[src/mfe_pkg.sv]
// Package for the Manchester frame encoder with CRC-8 framing.
// Holds shared constants, the queue entry type, the sequencer state type and
// the coding and checksum functions. No dependencies.
package mfe_pkg;

    // Frame geometry
    localparam int PAYLOAD_BYTES = 8;
    localparam int POS_W         = (PAYLOAD_BYTES > 1) ? $clog2(PAYLOAD_BYTES) : 1;
    localparam bit SINGLE_BYTE   = (PAYLOAD_BYTES == 1);

    // Queue between front and back; depth must be a power of two for pointer wrap
    localparam int QUEUE_DEPTH = 2;
    localparam int QPTR_W      = (QUEUE_DEPTH > 1) ? $clog2(QUEUE_DEPTH) : 1;
    localparam int QCNT_W      = $clog2(QUEUE_DEPTH + 1);

    // Configuration register indexes and reset values
    localparam int CFG_ADDR_W = 2;
    typedef enum logic [CFG_ADDR_W-1:0] {
        CFG_PREAMBLE = 2'd0,
        CFG_START    = 2'd1,
        CFG_POLY     = 2'd2
    } cfg_index_t;

    localparam logic [7:0] PREAMBLE_RESET = 8'h00;
    localparam logic [7:0] START_RESET    = 8'h09;
    localparam logic [7:0] POLY_RESET     = 8'hB3;

    // One classified payload byte waiting for the back end
    typedef struct packed {
        logic [7:0] data;
        logic [7:0] crc;
        logic       first;
        logic       last;
    } entry_t;

    // Back-end word sequencer
    typedef enum logic [1:0] {
        PH_HEAD,
        PH_START,
        PH_DATA,
        PH_CRC
    } phase_t;

    // Code one byte as 16 chips, MSB first: 1 -> 10, 0 -> 01
    function automatic logic [15:0] manchester(input logic [7:0] b);
        logic [15:0] w;
        w = '0;
        for (int i = 0; i < 8; i++) begin
            w[2*i +: 2] = b[i] ? 2'b10 : 2'b01;
        end
        return w;
    endfunction

    // MSB-first CRC-8 update over one byte
    function automatic logic [7:0] crc_update(input logic [7:0] crc,
                                              input logic [7:0] b,
                                              input logic [7:0] poly);
        logic [7:0] c;
        c = crc ^ b;
        for (int i = 0; i < 8; i++) begin
            c = c[7] ? ({c[6:0], 1'b0} ^ poly) : {c[6:0], 1'b0};
        end
        return c;
    endfunction

endpackage

[src/manchester_frame_encoder_crc8_unit.sv]
// A byte is first written into the queue; its first word then goes to the output
// register. One output word per cycle while the queue holds an entry and m_ready
// is high; a byte gives 1 to 3 words (3 first, 2 last), 11 words per frame.
// Input accepts one byte per cycle while the 2-entry queue has room.
// Reset (aresetn low, synchronous) clears frame position, CRC, queue and output
// valid, and loads the configuration registers with their default values.
module manchester_frame_encoder_crc8_unit (
    input  logic                           aclk,
    input  logic                           aresetn,
    input  logic                           cfg_wr_en,
    input  logic [mfe_pkg::CFG_ADDR_W-1:0] cfg_addr,
    input  logic [7:0]                     cfg_wdata,
    input  logic                           s_valid,
    output logic                           s_ready,
    input  logic [7:0]                     s_payload_byte,
    output logic                           m_valid,
    input  logic                           m_ready,
    output logic [15:0]                    m_chips,
    output logic [7:0]                     m_raw_byte,
    output logic                           m_frame_end
);

    logic [7:0]      preamble_reg, start_reg, poly_reg;
    logic            q_push, q_pop, q_empty, q_full;
    mfe_pkg::entry_t q_in, q_head;

    // Configuration registers; unknown indexes are dropped
    always_ff @(posedge aclk) begin
        if (!aresetn) begin
            preamble_reg <= mfe_pkg::PREAMBLE_RESET;
            start_reg    <= mfe_pkg::START_RESET;
            poly_reg     <= mfe_pkg::POLY_RESET;
        end else if (cfg_wr_en) begin
            case (cfg_addr)
                mfe_pkg::CFG_PREAMBLE: preamble_reg <= cfg_wdata;
                mfe_pkg::CFG_START:    start_reg    <= cfg_wdata;
                mfe_pkg::CFG_POLY:     poly_reg     <= cfg_wdata;
                default:               ;
            endcase
        end
    end

    mfe_front u_front (
        .aclk           (aclk),
        .aresetn        (aresetn),
        .s_valid        (s_valid),
        .s_ready        (s_ready),
        .s_payload_byte (s_payload_byte),
        .crc_poly       (poly_reg),
        .q_full         (q_full),
        .q_push         (q_push),
        .q_entry        (q_in)
    );

    mfe_queue u_queue (
        .aclk       (aclk),
        .aresetn    (aresetn),
        .push       (q_push),
        .push_entry (q_in),
        .pop        (q_pop),
        .head       (q_head),
        .empty      (q_empty),
        .full       (q_full)
    );

    mfe_back u_back (
        .aclk          (aclk),
        .aresetn       (aresetn),
        .head          (q_head),
        .q_empty       (q_empty),
        .q_pop         (q_pop),
        .preamble_byte (preamble_reg),
        .start_byte    (start_reg),
        .m_valid       (m_valid),
        .m_ready       (m_ready),
        .m_chips       (m_chips),
        .m_raw_byte    (m_raw_byte),
        .m_frame_end   (m_frame_end)
    );

endmodule

[src/mfe_front.sv]
// Front end: accepts payload bytes, tracks frame position and running CRC.
// Pushes one classified entry per byte into the queue. Uses mfe_pkg.
module mfe_front (
    input  logic                 aclk,
    input  logic                 aresetn,
    input  logic                 s_valid,
    output logic                 s_ready,
    input  logic [7:0]           s_payload_byte,
    input  logic [7:0]           crc_poly,
    input  logic                 q_full,
    output logic                 q_push,
    output mfe_pkg::entry_t      q_entry
);

    logic [mfe_pkg::POS_W-1:0] pos_reg, pos_next;
    logic [7:0]                crc_reg, crc_next;
    logic                      is_first, is_last;
    logic [7:0]                crc_new;

    // Accept while the queue has room
    assign s_ready = !q_full;
    assign q_push  = s_valid && s_ready;

    // Classify the byte and fold it into the CRC
    assign is_first = (pos_reg == '0);
    assign is_last  = (pos_reg == mfe_pkg::POS_W'(mfe_pkg::PAYLOAD_BYTES - 1));
    assign crc_new  = mfe_pkg::crc_update(crc_reg, s_payload_byte, crc_poly);

    assign q_entry.data  = s_payload_byte;
    assign q_entry.crc   = crc_new;
    assign q_entry.first = is_first;
    assign q_entry.last  = is_last;

    // Advance position, wrap and clear the CRC at frame end
    always_comb begin
        pos_next = pos_reg;
        crc_next = crc_reg;
        if (q_push) begin
            if (is_last) begin
                pos_next = '0;
                crc_next = '0;
            end else begin
                pos_next = pos_reg + 1'b1;
                crc_next = crc_new;
            end
        end
    end

    always_ff @(posedge aclk) begin
        if (!aresetn) begin
            pos_reg <= '0;
            crc_reg <= '0;
        end else begin
            pos_reg <= pos_next;
            crc_reg <= crc_next;
        end
    end

endmodule

[src/mfe_queue.sv]
// Short queue of classified entries between front and back ends.
// Depth and pointer widths come from mfe_pkg.
module mfe_queue (
    input  logic            aclk,
    input  logic            aresetn,
    input  logic            push,
    input  mfe_pkg::entry_t push_entry,
    input  logic            pop,
    output mfe_pkg::entry_t head,
    output logic            empty,
    output logic            full
);

    mfe_pkg::entry_t                mem [mfe_pkg::QUEUE_DEPTH];
    logic [mfe_pkg::QPTR_W-1:0]     wr_ptr_reg, wr_ptr_next;
    logic [mfe_pkg::QPTR_W-1:0]     rd_ptr_reg, rd_ptr_next;
    logic [mfe_pkg::QCNT_W-1:0]     count_reg, count_next;

    assign empty = (count_reg == '0);
    assign full  = (count_reg == mfe_pkg::QCNT_W'(mfe_pkg::QUEUE_DEPTH));
    assign head  = mem[rd_ptr_reg];

    // Advance pointers and occupancy
    always_comb begin
        wr_ptr_next = push ? wr_ptr_reg + 1'b1 : wr_ptr_reg;
        rd_ptr_next = pop  ? rd_ptr_reg + 1'b1 : rd_ptr_reg;
        count_next  = count_reg;
        if (push && !pop) begin
            count_next = count_reg + 1'b1;
        end else if (pop && !push) begin
            count_next = count_reg - 1'b1;
        end
    end

    always_ff @(posedge aclk) begin
        if (!aresetn) begin
            wr_ptr_reg <= '0;
            rd_ptr_reg <= '0;
            count_reg  <= '0;
        end else begin
            wr_ptr_reg <= wr_ptr_next;
            rd_ptr_reg <= rd_ptr_next;
            count_reg  <= count_next;
        end
    end

    // Store entries
    always_ff @(posedge aclk) begin
        if (push) begin
            mem[wr_ptr_reg] <= push_entry;
        end
    end

endmodule

[src/mfe_back.sv]
// Back end: walks each queued entry through its words (preamble, start,
// payload, CRC) and loads them into the output register. Uses mfe_pkg.
module mfe_back (
    input  logic            aclk,
    input  logic            aresetn,
    input  mfe_pkg::entry_t head,
    input  logic            q_empty,
    output logic            q_pop,
    input  logic [7:0]      preamble_byte,
    input  logic [7:0]      start_byte,
    output logic            m_valid,
    input  logic            m_ready,
    output logic [15:0]     m_chips,
    output logic [7:0]      m_raw_byte,
    output logic            m_frame_end
);

    mfe_pkg::phase_t phase_reg, phase_next;
    logic            m_valid_reg, m_valid_next;
    logic [15:0]     chips_reg;
    logic [7:0]      raw_reg;
    logic            end_reg;
    logic            load;
    logic [7:0]      sel_byte;
    logic            sel_end;

    // Emit a word when an entry waits and the output register frees up
    assign load = !q_empty && (!m_valid_reg || m_ready);

    // Next phase
    always_comb begin
        phase_next = phase_reg;
        if (load) begin
            unique case (phase_reg)
                mfe_pkg::PH_HEAD: begin
                    if (head.first && !mfe_pkg::SINGLE_BYTE) begin
                        phase_next = mfe_pkg::PH_START;
                    end else if (head.first) begin
                        phase_next = mfe_pkg::PH_DATA;
                    end else if (head.last) begin
                        phase_next = mfe_pkg::PH_CRC;
                    end else begin
                        phase_next = mfe_pkg::PH_HEAD;
                    end
                end
                mfe_pkg::PH_START: phase_next = mfe_pkg::PH_DATA;
                mfe_pkg::PH_DATA:
                    phase_next = head.last ? mfe_pkg::PH_CRC : mfe_pkg::PH_HEAD;
                mfe_pkg::PH_CRC:   phase_next = mfe_pkg::PH_HEAD;
                default:           phase_next = mfe_pkg::PH_HEAD;
            endcase
        end
    end

    // Word selection and queue pop
    always_comb begin
        sel_byte = head.data;
        sel_end  = 1'b0;
        q_pop    = 1'b0;
        unique case (phase_reg)
            mfe_pkg::PH_HEAD: begin
                if (head.first && !mfe_pkg::SINGLE_BYTE) begin
                    sel_byte = preamble_byte;
                end else if (head.first) begin
                    sel_byte = start_byte;
                end else begin
                    q_pop = load && !head.last;
                end
            end
            mfe_pkg::PH_START: sel_byte = start_byte;
            mfe_pkg::PH_DATA:  q_pop = load && !head.last;
            mfe_pkg::PH_CRC: begin
                sel_byte = head.crc;
                sel_end  = 1'b1;
                q_pop    = load;
            end
            default: sel_byte = head.data;
        endcase
    end

    // Output register: hold until transfer, reload behind it
    always_comb begin
        m_valid_next = m_valid_reg;
        if (load) begin
            m_valid_next = 1'b1;
        end else if (m_ready) begin
            m_valid_next = 1'b0;
        end
    end

    always_ff @(posedge aclk) begin
        if (!aresetn) begin
            phase_reg   <= mfe_pkg::PH_HEAD;
            m_valid_reg <= 1'b0;
        end else begin
            phase_reg   <= phase_next;
            m_valid_reg <= m_valid_next;
        end
    end

    always_ff @(posedge aclk) begin
        if (load) begin
            chips_reg <= mfe_pkg::manchester(sel_byte);
            raw_reg   <= sel_byte;
            end_reg   <= sel_end;
        end
    end

    assign m_valid     = m_valid_reg;
    assign m_chips     = chips_reg;
    assign m_raw_byte  = raw_reg;
    assign m_frame_end = end_reg;

    // Checks
    a_pop_nonempty: assert property (@(posedge aclk) disable iff (!aresetn)
        q_pop |-> !q_empty)
        else $error("queue popped while empty");

    a_mid_entry_held: assert property (@(posedge aclk) disable iff (!aresetn)
        (phase_reg == mfe_pkg::PH_START || phase_reg == mfe_pkg::PH_CRC) |-> !q_empty)
        else $error("entry left the queue before its words were sent");

    a_load_valid: assert property (@(posedge aclk) disable iff (!aresetn)
        load |=> m_valid_reg)
        else $error("loaded word not presented");

    a_crc_end: assert property (@(posedge aclk) disable iff (!aresetn)
        (load && phase_reg == mfe_pkg::PH_CRC) |=> (end_reg && phase_reg == mfe_pkg::PH_HEAD))
        else $error("CRC word not marked as frame end");

endmodule

[config.mk]
export PLATFORM = sky130hd
export DESIGN_NAME = manchester_frame_encoder_crc8_unit
export DESIGN_NICKNAME = d
export VERILOG_FILES = /design/src/mfe_pkg.sv /design/src/manchester_frame_encoder_crc8_unit.sv /design/src/mfe_front.sv /design/src/mfe_queue.sv /design/src/mfe_back.sv
export SDC_FILE = /design/constraint.sdc
export NUM_CORES = 1
export LEC_CHECK = 0
export ABC_AREA = 1
export CORE_ASPECT_RATIO = 1.1
export CORE_MARGIN = 3
export CORE_UTILIZATION = 40
export CTS_CLUSTER_DIAMETER = 30
export DETAILED_ROUTE_END_ITERATION = 8
export DONT_BUFFER_PORTS = 1
export GPL_TIMING_DRIVEN = 0
export PLACE_DENSITY = 0.56
export SLEW_MARGIN = 20
export SYNTH_ARGS = -nofsm -noshare
export SYNTH_HDL_FRONTEND = slang
export SYNTH_SLANG_ARGS = --single-unit
[constraint.sdc]
create_clock -name aclk -period 3.3 [get_ports aclk]
set_input_delay 0.33 -clock aclk [delete_from_list [all_inputs] [get_ports aclk]]
set_output_delay 0.33 -clock aclk [all_outputs]
set_load 0.01 [all_outputs]
* Word level (Yosys, flattened, before mapping)
Memory sizes are Yosys's and may differ from the RTL's. A register that Yosys moved wholly into a read port is not among the register bits. Index checks and enable logic that the tools add are counted.
Word-level totals: register bits after elaboration 67, latch bits 0, bits in writable memories 36, memory bits (read-only) 0, input bits 23, output and inout bits 27, word-level logic and storage cells 90, memories kept 1
Memory list:
- u_queue.mem | words 2, width 18, rd ports 1, clocked after memory_dff 1, wr ports 1, RTL line mfe_queue.sv:14 | mfe_pkg::entry_t mem [mfe_pkg::QUEUE_DEPTH];
Cells by class: add/sub/neg operators 5, multiply operators 0, divide/modulo/power cells 0, order comparisons 0, eq/ne operators 7, shift-type cells 0, muxes and demuxes 34, bitwise operators 9, reductions and logical operators 21
Operator list (number):
- two-way mux 8 bit | 10
- bitwise XOR 8 bit | 9
- two-way mux 2 bit | 12
- case mux 8 bit (3 select lines) | 1
- equality test 2 bit, second input constant | 4
- two-way mux 1 bit | 8
- case mux 2 bit (4 select lines) | 1
- logical NOT 1 bit | 6
- logical NOT 2 bit | 3
- AND reduction 2 bit | 3
- logical AND 1 bit | 5
- equality test 2 x 1 -> 1 bit, second input constant | 2
- nonzero test 2 bit | 2
- adder 3 x 1 -> 3 bit, second input constant | 1
- equality test 3 bit, second input constant | 1
- logical NOT 3 bit | 1
- two-way mux 3 bit | 1
- case mux 1 bit (3 select lines) | 1
- adder 1 bit, second input constant | 2
- adder 2 x 1 -> 2 bit, second input constant | 1
- subtractor 2 x 1 -> 2 bit, second input constant | 1
- logical OR 1 bit | 1

* Longest topological paths before layout
depth after elaboration 18, mapped depth 31, mapped depth without buffers 29

* Hierarchy
From an unflattened synthesis, not the netlist that was laid out.
Second synthesis, totals: cells, all modules 759, area, all modules 5889.4 µm²
By module, submodules not included:
- mfe_front | times used 1, cells each 344, area an instance 2020.7 µm², sequential area each 220.2 µm²
- mfe_queue | times used 1, cells each 91, area an instance 1580.3 µm², sequential area each 1181.1 µm²
- mfe_back | times used 1, cells each 180, area an instance 1275.0 µm², sequential area each 570.5 µm²
- manchester_frame_encoder_crc8_unit | times used 1, cells each 144, area an instance 1013.5 µm², sequential area each 480.5 µm²

* Least setup slack after synthesis
OpenSTA, ideal clock, no wires.
path kind reg-to-reg, from register u_back.m_valid_reg, in the netlist u_back.m_valid, to register u_queue.count_reg[1] (netlist name), library setup time 0.122 ns, arrival time 2.750 ns, required time 3.178 ns, slack 0.428 ns, cell stages (with the launch flop) 13, buffers on the path 0, period minus slack after synthesis 2.872 ns, cell sequence dfxtp_1 -> inv_1 -> nor2_1 -> a21oi_1 -> inv_1 -> nor2_1 -> nand2_1 -> or2_2 -> ha_1 -> a21oi_1 -> o21ai_0 -> o21ai_0 -> a21oi_1
Between the ends: cells in the longest elaborated chain, start to end 9, elaborated cells between the ends (all ways) 11, classes of those cells mux (3); reduce/logical (8)
Ends and longest elaborated chain:
- start: declaration | RTL line mfe_back.sv:19 | logic m_valid_reg, m_valid_next;
- start signal: assignment | RTL line mfe_back.sv:97 | m_valid_reg <= m_valid_next;
- logical NOT 1 bit (*) | RTL line mfe_back.sv:28 | assign load = !q_empty && (!m_valid_reg || m_ready);
- logical OR 1 bit (*) | RTL line mfe_back.sv:28
- logical AND 1 bit (*) | RTL line mfe_back.sv:28
- named net u_back.load | RTL line mfe_back.sv:23 | logic load;
- logical AND 1 bit | RTL line mfe_back.sv:67, mfe_back.sv:71
- two-way mux 1 bit | RTL line mfe_back.sv:62 | if (head.first && !mfe_pkg::SINGLE_BYTE) begin
- case mux 1 bit (3 select lines) (*) | RTL line mfe_back.sv:60 | unique case (phase_reg)
- logical NOT 1 bit | RTL line mfe_queue.sv:28 | if (push && !pop) begin
- logical AND 1 bit | RTL line mfe_queue.sv:28
- two-way mux 2 bit / nonzero test 2 bit (equally long branches)
- end signal: assignment | RTL line mfe_queue.sv:43 | count_reg <= count_next;
- end: declaration | RTL line mfe_queue.sv:17 | logic [mfe_pkg::QCNT_W-1:0] count_reg, count_next;
Mark *: on every way through the listed nets, which the timed path passes. The rest lies on a longest branch. A chain may end at the register's enable or synchronous reset.

==> run_results.csv <==
group,metric,value,unit
power_and_ir_drop,p_comb_share,58.9,%
cells_and_area,num-fill-cells,1250,
yosys,synth_cells,647,
power_and_ir_drop,power.switching,3.375,mW
yosys,synthMuxAreaShare,0.3809,%
power_and_ir_drop,ir_worst_vdd,0.9014,mV
cells_and_area,area_delta_synth_final,11.21,%
yosys,synth_top_family_by_area,"simple AND/OR/NAND/NOR gates",
power_and_ir_drop,powerDensity,1269,mW/mm²
yosys,synth_top_area_share,30.28,%
worst_setup_path,crit_fanout,10,
sta,fin_ws,0.2323,ns
sta,setup_violations,0,
die,die_area,0.01455,mm²
routing,ant_nets,0,
yosys,synth_xor_area_share,5.642,%
yosys,avgSynthCellArea,8.124,µm²
yosys,syn-num-nets,674,
die,die_w,115.3,µm
power_and_ir_drop,pwr-share-clk,12.7,%
die,initial_utilization,41.22,%
placement,pre_cts_ws,0.1132,ns
worst_setup_path,r2r_cells,24,
run,cap_violations,0,
sta,max_slew_margin,49.75,%
yosys,synth_area_leader_cell,"edfxtp_1",
placement,io_buffers,0,
power_and_ir_drop,p_total,7.417,mW
min_path,hp-class,"in2reg",
yosys,synth_simple_gate_area_share,28.28,%
die,core,0.01275,mm²
sta,fin_crit_sh,92.96,%
yosys,yosys.area_share.adder,0.9522,%
yosys,synth-compound-area-share,8.807,%
yosys,yosys_warnings,0,
clock_tree,clock_latency,0.34,ns
clock_tree,clock-sinks,96,
sta,worst_pin_slew,0.7480,ns
min_path,hold_depth,0,
sta,layout_min_cycle_time,3.068,ns
cells_and_area,nNetsFinal,688,
die,die_h,126.2,µm
routing,via_count,4157,
grt,grt.total_usage,17.75,%
yosys,ys_types,36,
run_status,status,"finished, final reports clean",
routing,vias_per_cell,5.051,
sta,max_freq,0.3260,GHz
cells_and_area,mostFrequentLayoutCells,"nand2_1 (165), inv_1 (76), nor2_1 (54), edfxtp_1 (53), nand3_1 (48)",
power_and_ir_drop,intPower,4.042,mW
worst_setup_path,setup.worst_path.class,"reg2reg",
clock_tree,ctsLongestPathBuffers,2,
clock_tree,htree_levels,3,
placement,globalplace.congestion,0.8481,
routing,drt_wl_total,12640,µm
routing,drc,0,
worst_setup_path,cp.required,3.38,ns
die,io_pins,50,
grt,grt_pass1_wl,19930,µm
clock_tree,cts_buffers,9,
power_and_ir_drop,switching_share,45.50,%
worst_setup_path,start_kind,"flop",
yosys,ys_top_cells_by_area,"edfxtp_1 (30%), dfxtp_1 (16%), nand2_1 (12%)",
die,std_cell_rows,43,
yosys,ys_seq_area_share,46.66,%
sta,final-max-slew-violation-count,0,
cells_and_area,largest_reg_flops,36,
grt,overflow,0,
routing,post_drt_wl_per_cell,15.35,µm
sta,skew,0.008396,ns
cells_and_area,final_common_cell,"nand2_1",
yosys,netlist_area,0.005256,mm²
clock_tree,path_clk_slew,0.06,ns
sta,hold_viol,0,
yosys,ys_ff_latch,96,
grt,grt_pass1_vias,3853,
cells_and_area,largest_register,"u_queue.mem",
cells_and_area,layout-drive-gt1-share,13.81,%
routing,dr.pass1.iters,5,
clock_tree,cts_tree,"done",
worst_setup_path,cp-end-kind,"flop",
placement,dp_hpwl,9564,µm
grt,antenna_found_initial,0,
routing,drt_iter0_markers,251,
cells_and_area,diodes,0,
power_and_ir_drop,pwr-share-seq,28.4,%
clock_tree,root_buffer,"clkbuf_16",
worst_setup_path,cp.arrival,3.15,ns
power_and_ir_drop,p_leak,2.564,nW
grt,grt_max_degree,15,
worst max-delay path, stage by stage, from the launching register on:
cell and delay [ns]:
dfxtp_2 0.33, inv_1 0.05, nand2_1 0.04, nand2_1 0.13
inv_1 0.07, nand2_2 0.09, nand2_4 0.06, buf_8 0.14
nand2_2 0.06, nand2_2 0.07, nand2_4 0.11, inv_2 0.05
nand2_4 0.09, nand3_2 0.07, inv_1 0.08, nand2_2 0.07
nand2_4 0.09, nand3_2 0.11, nand2_4 0.11, buf_8 0.14
nand2_1 0.06, xor2_1 0.34, xor2_1 0.18, nand2_1 0.08
and2_1 0.18
power groups by stage:
stage	clock (mW)	sequential [mW]	combinational, mW
final	0.939	2.11	4.37
after CTS	0.960	2.10	4.17
after floorplan	0	2.10	3.31
after detailed placement	0	2.13	4.15
after global routing	1.01	2.14	4.94
after global placement	0	2.13	4.04
layout make-up:
class	instances	area, µm²	area share, %
plain buffers	28	180.2	3.082
clock buffers	13	250.2	4.281
clock inverters	3	17.52	0.2997
inverters	82	307.8	5.265
multi-input cells	439	2387	40.84
flip-flops and latches	96	2457	42.04
well taps	157	196.4	3.360
repair buffers	5	48.80	0.8348
per-stage QoR:
step	hold WS, ns	cell area (µm²)	instances	util, %	setup TNS [ns]
finish	0.08609	5846	823	45.84	0
global route	0.06573	5846	823	45.84	-0.02043
CTS	0.07227	5763	823	45.20	0
detailed placement	0.4295	5495	807	43.10	0
global placement	0.4293	5453	804	42.76	0
floorplan	0.4289	5256	647	-	0
cells in the mapped netlist:
| master | number |
|---|---|
| nand2_4 | 10 |
| edfxtp_1 | 53 |
| o221ai_1 | 8 |
| nand3_1 | 49 |
| o21ai_0 | 35 |
| xnor2_4 | 1 |
| ha_1 | 4 |
| nor3_1 | 4 |
| buf_6 | 4 |
| nand3_4 | 2 |
| nand3_2 | 6 |
| a21oi_2 | 1 |
| nor2_1 | 56 |
| and2_1 | 4 |
| nor2_2 | 3 |
| buf_2 | 3 |
| nand2_2 | 14 |
| inv_1 | 76 |
| nand3b_1 | 1 |
| mux2i_1 | 2 |
| buf_4 | 9 |
| o211ai_1 | 5 |
| a21oi_1 | 33 |
| inv_2 | 6 |
| nand2_1 | 166 |
| dfxtp_1 | 43 |
| or2_2 | 1 |
| nand4_1 | 2 |
| xnor2_1 | 11 |
| clkbuf_1 | 13 |
| xor2_1 | 16 |
| a31oi_1 | 1 |
| xnor2_2 | 1 |
| xor2_2 | 1 |
| nor2_4 | 2 |
| buf_1 | 1 |
worst paths after layout:
kind | from | end | slack (ns)
max | u_front.crc_reg[6] | u_queue.mem[0][6] | 0.23
min | s_payload_byte[5] | u_queue.mem[0][15] | 0.09
max reg2reg | u_front.crc_reg[6] | u_queue.mem[0][6] | 0.23
min reg2reg | preamble_reg[0] | preamble_reg[0] | 0.47
logic make-up (layout without fill, tap and decap cells):
logic type / Yosys count / count (layout)
xor gates and xnor gates: 30 / 30
buffers and inverters: 112 / 131
adders and majority gates: 4 / 4
AOI/OAI and AO/OA: 83 / 83
DFF: 96 / 96
muxes: 2 / 2
and+or+nand+nor: 320 / 320
per-layer routing:
metal	GRT usage [%]	wire length [µm]	up-vias
met5	0	0	-
met2	30.04	6306	115
met1	21.77	5275	1910
li1	-	-	2104
met3	3.172	589	28
met4	8.149	466	0
repair_timing:
action,CTS,global route
endpoints found under the hold margin,0,0
buffers inserted,0,2
resized for setup,0,16
hold buffers,0,0
setup endpoints to repair,0,24
No activity file was read; power rests on OpenSTA's default activity.
